File: src/design/i2p_pkg.sv
// Shared types, character codes and the precedence function of the infix to postfix converter.
`default_nettype none

package i2p_pkg;

  localparam int unsigned StackDepthDef = 16;

  localparam logic [7:0] CH_LPAREN = 8'h28;
  localparam logic [7:0] CH_RPAREN = 8'h29;
  localparam logic [7:0] CH_MUL    = 8'h2A;
  localparam logic [7:0] CH_ADD    = 8'h2B;
  localparam logic [7:0] CH_SUB    = 8'h2D;
  localparam logic [7:0] CH_DIV    = 8'h2F;
  localparam logic [7:0] CH_ZERO   = 8'h30;
  localparam logic [7:0] CH_NINE   = 8'h39;

  typedef enum logic [1:0] {
    KIND_SYM = 2'd0,
    KIND_END = 2'd1,
    KIND_OVF = 2'd2,
    KIND_UNM = 2'd3
  } kind_e;

  typedef enum logic [2:0] {
    S_IDLE,
    S_DECODE,
    S_TOP,
    S_PUSH,
    S_FIN,
    S_DONE
  } seq_state_e;

  // Result request from the sequencer to the output stage.
  typedef struct packed {
    logic       put;
    logic       flush;
    logic [7:0] sym;
    kind_e      kind;
  } out_req_t;

  // Output stage status back to the sequencer.
  typedef struct packed {
    logic ok;
    logic out_free;
  } out_sts_t;

  // Precedence rank: 2 for * and /, 1 for + and -, 0 for everything else.
  // The rank keeps the order of the signed precedence where the lowest is -1.
  function automatic logic [1:0] prec_of(input logic [7:0] c);
    logic [1:0] p;
    p = 2'd0;
    if (c == CH_MUL || c == CH_DIV) begin
      p = 2'd2;
    end else if (c == CH_ADD || c == CH_SUB) begin
      p = 2'd1;
    end
    return p;
  endfunction

endpackage

`default_nettype wire

File: src/design/i2p_stack.sv
// Operator stack storage: one write port and one registered read port.
`default_nettype none

module i2p_stack import i2p_pkg::*; #(
  parameter int unsigned StackDepth = StackDepthDef,
  localparam int unsigned AddrW = $clog2(StackDepth)
) (
  input  wire logic             clk_i,
  input  wire logic             wr_en_i,
  input  wire logic [AddrW-1:0] wr_addr_i,
  input  wire logic [7:0]       wr_data_i,
  input  wire logic             rd_en_i,
  input  wire logic [AddrW-1:0] rd_addr_i,
  output logic      [7:0]       rd_data_o
);

  logic [7:0] mem [StackDepth];
  logic [7:0] rd_data_q;

  always_ff @(posedge clk_i) begin
    if (wr_en_i) begin
      mem[wr_addr_i] <= wr_data_i;
    end
  end

  always_ff @(posedge clk_i) begin
    if (rd_en_i) begin
      rd_data_q <= mem[rd_addr_i];
    end
  end

  assign rd_data_o = rd_data_q;

endmodule

`default_nettype wire

File: src/design/i2p_out.sv
// Output stage: a hold register that delays each result until it is known whether it is the last.
`default_nettype none

module i2p_out import i2p_pkg::*; (
  input  wire logic       clk_i,
  input  wire logic       rst_ni,
  input  wire out_req_t   req_i,
  output out_sts_t        sts_o,
  output logic            m_valid_o,
  input  wire logic       m_ready_i,
  output logic [7:0]      m_sym_o,
  output kind_e           m_kind_o,
  output logic            m_last_o
);

  logic       hold_v_q, hold_v_d;
  logic [7:0] hold_sym_q;
  kind_e      hold_kind_q;
  logic       out_v_q, out_v_d;
  logic [7:0] out_sym_q;
  kind_e      out_kind_q;
  logic       out_last_q;
  logic       out_free;
  logic       move;

  assign out_free = !out_v_q || m_ready_i;
  assign sts_o.out_free = out_free;
  assign sts_o.ok = !hold_v_q || out_free;

  // A new result or the end of the item pushes the held result out.
  assign move = hold_v_q && (req_i.put || req_i.flush);

  always_comb begin
    hold_v_d = hold_v_q;
    if (req_i.put) begin
      hold_v_d = 1'b1;
    end else if (req_i.flush) begin
      hold_v_d = 1'b0;
    end
    out_v_d = out_v_q;
    if (move) begin
      out_v_d = 1'b1;
    end else if (m_ready_i) begin
      out_v_d = 1'b0;
    end
  end

  always_ff @(posedge clk_i or negedge rst_ni) begin
    if (!rst_ni) begin
      hold_v_q <= 1'b0;
      out_v_q  <= 1'b0;
    end else begin
      hold_v_q <= hold_v_d;
      out_v_q  <= out_v_d;
    end
  end

  always_ff @(posedge clk_i) begin
    if (req_i.put) begin
      hold_sym_q  <= req_i.sym;
      hold_kind_q <= req_i.kind;
    end
    if (move) begin
      out_sym_q  <= hold_sym_q;
      out_kind_q <= hold_kind_q;
      out_last_q <= req_i.flush;
    end
  end

  assign m_valid_o = out_v_q;
  assign m_sym_o   = out_sym_q;
  assign m_kind_o  = out_kind_q;
  assign m_last_o  = out_last_q;

endmodule

`default_nettype wire

File: src/design/i2p_seq.sv
// Sequencer: decodes each character and walks the stack one entry per step through the
// shared precedence compare.
`default_nettype none

module i2p_seq import i2p_pkg::*; #(
  parameter int unsigned StackDepth = StackDepthDef,
  localparam int unsigned AddrW = $clog2(StackDepth),
  localparam int unsigned CntW = $clog2(StackDepth + 1)
) (
  input  wire logic             clk_i,
  input  wire logic             rst_ni,
  input  wire logic             in_valid_i,
  output logic                  in_ready_o,
  input  wire logic             in_cmd_i,
  input  wire logic [7:0]       in_ch_i,
  output logic                  wr_en_o,
  output logic      [AddrW-1:0] wr_addr_o,
  output logic      [7:0]       wr_data_o,
  output logic                  rd_en_o,
  output logic      [AddrW-1:0] rd_addr_o,
  input  wire logic [7:0]       rd_data_i,
  output out_req_t              req_o,
  input  wire out_sts_t         sts_i
);

  localparam logic [CntW-1:0] CntOne  = CntW'(1);
  localparam logic [CntW-1:0] CntFull = CntW'(StackDepth);

  seq_state_e      state_q, state_d;
  logic            cmd_q;
  logic [7:0]      ch_q;
  kind_e           fin_kind_q;
  logic [CntW-1:0] count_q, count_d;
  logic [CntW-1:0] cnt_dec;
  logic [CntW-1:0] cnt_dec2;
  logic            accept;
  logic            is_digit;
  logic            pop_op;

  assign accept   = in_valid_i && (state_q == S_IDLE);
  assign is_digit = (ch_q >= CH_ZERO) && (ch_q <= CH_NINE);
  assign cnt_dec  = count_q - CntOne;
  assign cnt_dec2 = cnt_dec - CntOne;
  // The shared compare: an operator pops the top while its rank is not above the top's.
  assign pop_op   = prec_of(ch_q) <= prec_of(rd_data_i);

  always_ff @(posedge clk_i or negedge rst_ni) begin
    if (!rst_ni) begin
      state_q <= S_IDLE;
      count_q <= '0;
    end else begin
      state_q <= state_d;
      count_q <= count_d;
    end
  end

  always_ff @(posedge clk_i) begin
    if (accept) begin
      cmd_q      <= in_cmd_i;
      ch_q       <= in_ch_i;
      fin_kind_q <= in_cmd_i ? KIND_END : KIND_UNM;
    end
  end

  always_comb begin
    state_d    = state_q;
    count_d    = count_q;
    in_ready_o = 1'b0;
    wr_en_o    = 1'b0;
    wr_addr_o  = count_q[AddrW-1:0];
    wr_data_o  = ch_q;
    rd_en_o    = 1'b0;
    rd_addr_o  = cnt_dec[AddrW-1:0];
    req_o      = '{put: 1'b0, flush: 1'b0, sym: 8'd0, kind: KIND_SYM};

    unique case (state_q)
      S_IDLE: begin
        in_ready_o = 1'b1;
        if (in_valid_i) begin
          state_d = S_DECODE;
        end
      end

      S_DECODE: begin
        if (cmd_q) begin
          if (count_q == '0) begin
            state_d = S_FIN;
          end else begin
            rd_en_o = 1'b1;
            state_d = S_TOP;
          end
        end else if (is_digit) begin
          if (sts_i.ok) begin
            req_o.put = 1'b1;
            req_o.sym = ch_q;
            state_d   = S_DONE;
          end
        end else if (ch_q == CH_LPAREN) begin
          state_d = S_PUSH;
        end else if (count_q == '0) begin
          state_d = (ch_q == CH_RPAREN) ? S_FIN : S_PUSH;
        end else begin
          rd_en_o = 1'b1;
          state_d = S_TOP;
        end
      end

      // The top entry sits in the read register; pop it, then read the next one.
      S_TOP: begin
        if (!cmd_q && ch_q == CH_RPAREN && rd_data_i == CH_LPAREN) begin
          count_d = cnt_dec;
          state_d = S_DONE;
        end else if (!cmd_q && ch_q != CH_RPAREN && !pop_op) begin
          state_d = S_PUSH;
        end else if (sts_i.ok) begin
          req_o.put = 1'b1;
          req_o.sym = rd_data_i;
          count_d   = cnt_dec;
          if (cnt_dec == '0) begin
            state_d = (cmd_q || ch_q == CH_RPAREN) ? S_FIN : S_PUSH;
          end else begin
            rd_en_o   = 1'b1;
            rd_addr_o = cnt_dec2[AddrW-1:0];
          end
        end
      end

      S_PUSH: begin
        if (count_q == CntFull) begin
          if (sts_i.ok) begin
            req_o.put  = 1'b1;
            req_o.kind = KIND_OVF;
            state_d    = S_DONE;
          end
        end else begin
          wr_en_o = 1'b1;
          count_d = count_q + CntOne;
          state_d = S_DONE;
        end
      end

      S_FIN: begin
        if (sts_i.ok) begin
          req_o.put  = 1'b1;
          req_o.kind = fin_kind_q;
          state_d    = S_DONE;
        end
      end

      S_DONE: begin
        if (sts_i.out_free) begin
          req_o.flush = 1'b1;
          state_d     = S_IDLE;
        end
      end

      default: begin
        state_d = S_IDLE;
      end
    endcase
  end

endmodule

`default_nettype wire

File: src/design/infix_to_postfix_converter.sv
// Top level of the shunting-yard infix to postfix converter.
//
// The slave stream takes one infix character per request: tdata carries the
// character and tuser the command (0 character, 1 end of expression). The
// master stream returns the postfix results: tdata the symbol, tuser the kind
// (0 symbol, 1 end, 2 stack overflow, 3 unmatched close paren) and tlast the
// final result of each request. A request may give no result at all.
// One request is taken at a time; s_axis_tready_o is low while it is worked.
// A digit request goes from the idle state through decode and done back to
// idle, and its result passes through the hold register to the output
// register. Each stack entry that a request pops costs a pass through the
// sequencer's top state, since the top entry is read from the stack memory
// through its registered read port. Each result waits in the hold register
// until the next result or the end of its request, so tlast can be set once
// the request is known to be finished. Reset empties the stack and clears
// both output registers; the stack contents are not cleared. When the
// receiver stalls, the sequencer waits and no result is lost.
`default_nettype none

module infix_to_postfix_converter import i2p_pkg::*; #(
  parameter int unsigned StackDepth = StackDepthDef
) (
  input  wire logic       clk_i,
  input  wire logic       rst_ni,
  input  wire logic       s_axis_tvalid_i,
  output logic            s_axis_tready_o,
  input  wire logic [7:0] s_axis_tdata_i,   // [7:0] ch
  input  wire logic       s_axis_tuser_i,   // [0] cmd
  output logic            m_axis_tvalid_o,
  input  wire logic       m_axis_tready_i,
  output logic [7:0]      m_axis_tdata_o,   // [7:0] sym
  output logic [1:0]      m_axis_tuser_o,   // [1:0] kind
  output logic            m_axis_tlast_o    // last
);

  localparam int unsigned AddrW = $clog2(StackDepth);

  logic             wr_en;
  logic [AddrW-1:0] wr_addr;
  logic [7:0]       wr_data;
  logic             rd_en;
  logic [AddrW-1:0] rd_addr;
  logic [7:0]       rd_data;
  out_req_t         req;
  out_sts_t         sts;
  kind_e            m_kind;

  i2p_seq #(
    .StackDepth(StackDepth)
  ) u_seq (
    .clk_i      (clk_i),
    .rst_ni     (rst_ni),
    .in_valid_i (s_axis_tvalid_i),
    .in_ready_o (s_axis_tready_o),
    .in_cmd_i   (s_axis_tuser_i),
    .in_ch_i    (s_axis_tdata_i),
    .wr_en_o    (wr_en),
    .wr_addr_o  (wr_addr),
    .wr_data_o  (wr_data),
    .rd_en_o    (rd_en),
    .rd_addr_o  (rd_addr),
    .rd_data_i  (rd_data),
    .req_o      (req),
    .sts_i      (sts)
  );

  i2p_stack #(
    .StackDepth(StackDepth)
  ) u_stack (
    .clk_i     (clk_i),
    .wr_en_i   (wr_en),
    .wr_addr_i (wr_addr),
    .wr_data_i (wr_data),
    .rd_en_i   (rd_en),
    .rd_addr_i (rd_addr),
    .rd_data_o (rd_data)
  );

  i2p_out u_out (
    .clk_i     (clk_i),
    .rst_ni    (rst_ni),
    .req_i     (req),
    .sts_o     (sts),
    .m_valid_o (m_axis_tvalid_o),
    .m_ready_i (m_axis_tready_i),
    .m_sym_o   (m_axis_tdata_o),
    .m_kind_o  (m_kind),
    .m_last_o  (m_axis_tlast_o)
  );

  assign m_axis_tuser_o = m_kind;

endmodule

`default_nettype wire

File: config.mk
export PLATFORM = sky130hd
export DESIGN_NAME = infix_to_postfix_converter
export DESIGN_NICKNAME = d
export VERILOG_FILES = /design/src/design/i2p_pkg.sv /design/src/design/i2p_stack.sv /design/src/design/i2p_out.sv /design/src/design/i2p_seq.sv /design/src/design/infix_to_postfix_converter.sv
export SDC_FILE = /design/constraint.sdc
export NUM_CORES = 1
export LEC_CHECK = 0
export BUFFER_PORTS_ARGS = -buffer_cell sky130_fd_sc_hd__buf_4
export CORE_AREA = 2 2 192 118
export CTS_CLUSTER_SIZE = 24
export DETAILED_ROUTE_END_ITERATION = 8
export DIE_AREA = 0 0 194 120
export PLACE_DENSITY_LB_ADDON = 0.1
export SYNTH_ARGS = -nofsm -noshare
export SYNTH_HDL_FRONTEND = slang
export SYNTH_SLANG_ARGS = --single-unit
export TNS_END_PERCENT = 50
File: constraint.sdc
create_clock -name clk_i -period 5.01 [get_ports clk_i]
set_input_delay 0.501 -clock clk_i [delete_from_list [all_inputs] [get_ports clk_i]]
set_output_delay 0.501 -clock clk_i [all_outputs]
set_load 0.02 [all_outputs]
==> impl_metrics.json <==
{
  "setup.worst_path.end": "u_stack.rd_data_o[2]",
  "drt_iter0_drc": 503,
  "critPathLaunch": "u_seq.wr_data_o[6]",
  "grt_max_degree": 68,
  "synthTopCellsByArea": "edfxtp_1 59%, mux4_2 16%, dfrtp_1 2.9%, nor2_1 1.7%, a22oi_1 1.5%",
  "yosys_register_bits": 177,
  "min_period_ps": 4680,
  "reg2reg_from": "u_seq.wr_data_o[6]",
  "core_area_mm2": 0.0217,
  "cts_inserted_buffers": 17,
  "clk_latency_ps": 440,
  "cts_buffer_depth": 2,
  "syn_avg_cell_area_um2": 16.3,
  "powerDensity_mw_per_mm2": 627,
  "yosys_warnings": 0,
  "root_buffer": "clkbuf_16",
  "cts_tree": "done",
  "period_share_pct": 93.5,
  "tightest_slew_ps": 1280,
  "place_inst": 824,
  "hold_viol_final": 0,
  "post-synth-top-area-cell": "edfxtp_1",
  "die_w_um": 194,
  "seq_area_frac_synth_pct": 61.9,
  "synth_top_area_share_pct": 59.0,
  "slew_violations": 0,
  "postRouteAntennaNets": 0,
  "grt_pass1_vias": 5122,
  "relSlewSlack_pct": 14.2,
  "critical_path_required_ps": 5170,
  "grt_usage_pct": 20.0,
  "fin_setup_tns_ps": 0,
  "die_h_um": 120,
  "grt_antenna_before_repair": 1,
  "syn_inst": 521,
  "io_pins": 26,
  "portBuffers": 25,
  "gr-total-overflow": 0,
  "design.die.area_mm2": 0.0233,
  "ys.flop_type": "edfxtp_1",
  "vdd_drop_max_uv": 389,
  "cts_sinks": 177,
  "instances_no_fill": 857,
  "path_clk_slew_ps": 70,
  "fill_cells": 1897,
  "layout.nets": 579,
  "endpoint_kind": "register",
  "htreeDepth": 4,
  "rows": 42,
  "skew_ps": 8.81,
  "crit_arrival_ps": 4840,
  "wl_per_cell_um": 25.7,
  "initial_core_util_pct": 39.3,
  "power.leakage_uw": 0.00312,
  "rrSetupSlack_ps": 330,
  "place_hpwl_um": 15200,
  "remaining_drc_errors": 0,
  "setup_viol_count_final": 0,
  "status": "finished, final reports clean",
  "async_reset_ff_share_pct": 5.65,
  "path_max_fanout": 67,
  "post_cts_buffers": 0,
  "vias": 5143,
  "hold_class": "in -> reg",
  "grt_pass1_wl_um": 33300,
  "path_class": "reg -> reg",
  "dr.pass1.iters": 5,
  "synth_edf_count": 167,
  "max_cap_violations": 0,
  "routed_wl_um": 22100,
  "rsz0062_at_grt": "false",
  "gp_congestion": 0.973,
  "reg2regPathDepth": 13,
  "cp-start-kind": "register",
  "max_freq_ghz": 0.213,
  "route.detailed.vias_per_inst": 6.00,
  "num_antenna_cells": 0,
  "r2r-end": "u_stack.rd_data_o[2]",
  "ys_types": 63,
  "post_cts_resized": 0,
  "synth_fp_nets": 542,
  "netlist_area_mm2": 0.00850,
  "syn_to_final_growth_pct": 13.6,
  "layout-drive-gt1-share_pct": 26.3
}
## through the flow
stage	area (µm²)	worst slack [ps]	hold slack [ps]	util [%]	power, µW
floorplan	8500	1480	205	-	3960
global placement	9060	592	344	41.9	4680
detailed placement	9060	472	349	41.9	4720
CTS	9660	453	222	44.6	6060
global route	9660	142	220	44.6	6350
finish	9660	325	240	44.6	6050
## state kept, by name (all words and copies together) (netlist names), 2 cells and up
signal,count
u_stack.mem,128
u_out.hold_sym_q,8
u_out.m_sym_o,8
u_seq.wr_data_o,8
u_stack.rd_data_o,8
u_seq.count_q,5
u_seq.state_q,3
u_out.hold_kind_q,2
u_out.m_kind_o,2
## critical path, cell delays in order, from the launching register on
cell	delay [ps]
edfxtp_1	650
nor2_1	340
and4b_1	260
and3_1	170
ha_1	240
nor2b_1	130
o21ai_1	240
o21ai_2	170
nor3_4	220
buf_12	400
mux4_2	560
a22o_1	180
a221oi_1	650
nand3_1	130
## final cells by class
cell class / count / area (µm²) / share of cell area (%)
Sequential cell: 177 / 5270 / 54.5
Multi-Input combinational cell: 311 / 3090 / 32.0
Clock buffer: 18 / 429 / 4.44
Tap cell: 286 / 358 / 3.71
Timing Repair Buffer: 42 / 330 / 3.42
Clock inverter: 14 / 154 / 1.59
Inverter: 9 / 33.8 / 0.350
## kinds of logic (layout without fill, tap and decap cells)
kind of cell | count (synthesis) | count (layout) | share of synthesized area [%]
AND/OR/NAND/NOR | 127 | 127 | 8.35
buffers and inverters | 33 | 83 | 1.90
flip-flops | 177 | 177 | 61.9
multiplexers | 66 | 66 | 16.9
AO/OA/AOI/OAI | 98 | 98 | 8.39
adder cells (fa/ha/maj) | 8 | 8 | 1.18
XOR/XNOR | 12 | 12 | 1.32
## placed cells by master (no fill, tap or decap), drive strengths merged, types with 3 or more instances in the layout
master and count:
edfxtp 167, mux4 62, buf 41, nor2 39
nand2 21, clkbuf 18, a22oi 17, a21oi 17
o21ai 16, inv 14, nand3 12, a22o 11
nor3 11, dfrtp 10, and2 8, a221oi 8
ha 8, xnor2 7, clkinv 6, nand3b 5
xor2 5, or4 5, nor2b 4, nand2b 4
a21o 4, o211ai 4, a31oi 4, nor4 4
and3 3, o21bai 3, mux2i 3, a211oi 3
nor4b 3
## metal layers
metal / up-vias / share of wire, % / track usage, %
met5: - / 0 / 0
met4: 0 / 0.89 / 4.92
met3: 16 / 10 / 8.07
met2: 220 / 41 / 26.5
met1: 2679 / 48 / 30.3
li1: 2228 / - / -
## power breakdown
part           internal [µW]  leakage [µW]  switching, µW
sequential              1950       0.00164            183
clock                    744      0.000285            598
combinational           1110       0.00120           1470
## repair_timing
item,in CTS,in global routing
hold buffers,1,0
setup endpoints to repair,0,0
endpoints found under the hold margin,10,0
## worst min path at each step
stage / startpoint / endpoint / slack [ps] / depth (start not counted)
floorplan: rst_ni / u_out.hold_v_q / 210 / 0
global placement: rst_ni / u_out.m_valid_o / 340 / 1
detailed placement: rst_ni / u_out.hold_v_q / 350 / 1
CTS: s_axis_tdata_i[0] / u_seq.wr_data_o[0] / 220 / 1
global route: s_axis_tdata_i[0] / u_seq.wr_data_o[0] / 220 / 1
finish: s_axis_tdata_i[0] / u_seq.wr_data_o[0] / 240 / 1
## Yosys cell counts (2+ instances only)
library cell,n
a211oi_1,2
a21o_1,4
a21oi_1,14
a21oi_2,3
a221oi_1,7
a22o_1,11
a22oi_1,17
a31oi_1,4
and2_1,8
and3_1,3
buf_1,2
buf_2,6
buf_4,2
buf_6,3
clkbuf_1,11
dfrtp_1,10
edfxtp_1,167
ha_1,8
inv_1,8
mux2i_1,3
mux4_2,62
nand2_1,21
nand2b_1,4
nand3_1,12
nand3b_1,5
nand4_1,2
nor2_1,39
nor2b_1,4
nor3_1,8
nor3_4,3
nor3b_1,2
nor4_1,3
o211ai_1,4
o21ai_0,14
o21bai_1,3
o311ai_0,2
or3_1,2
or4_1,4
xnor2_1,7
xor2_1,4
Power figures use the tool's default switching activity.
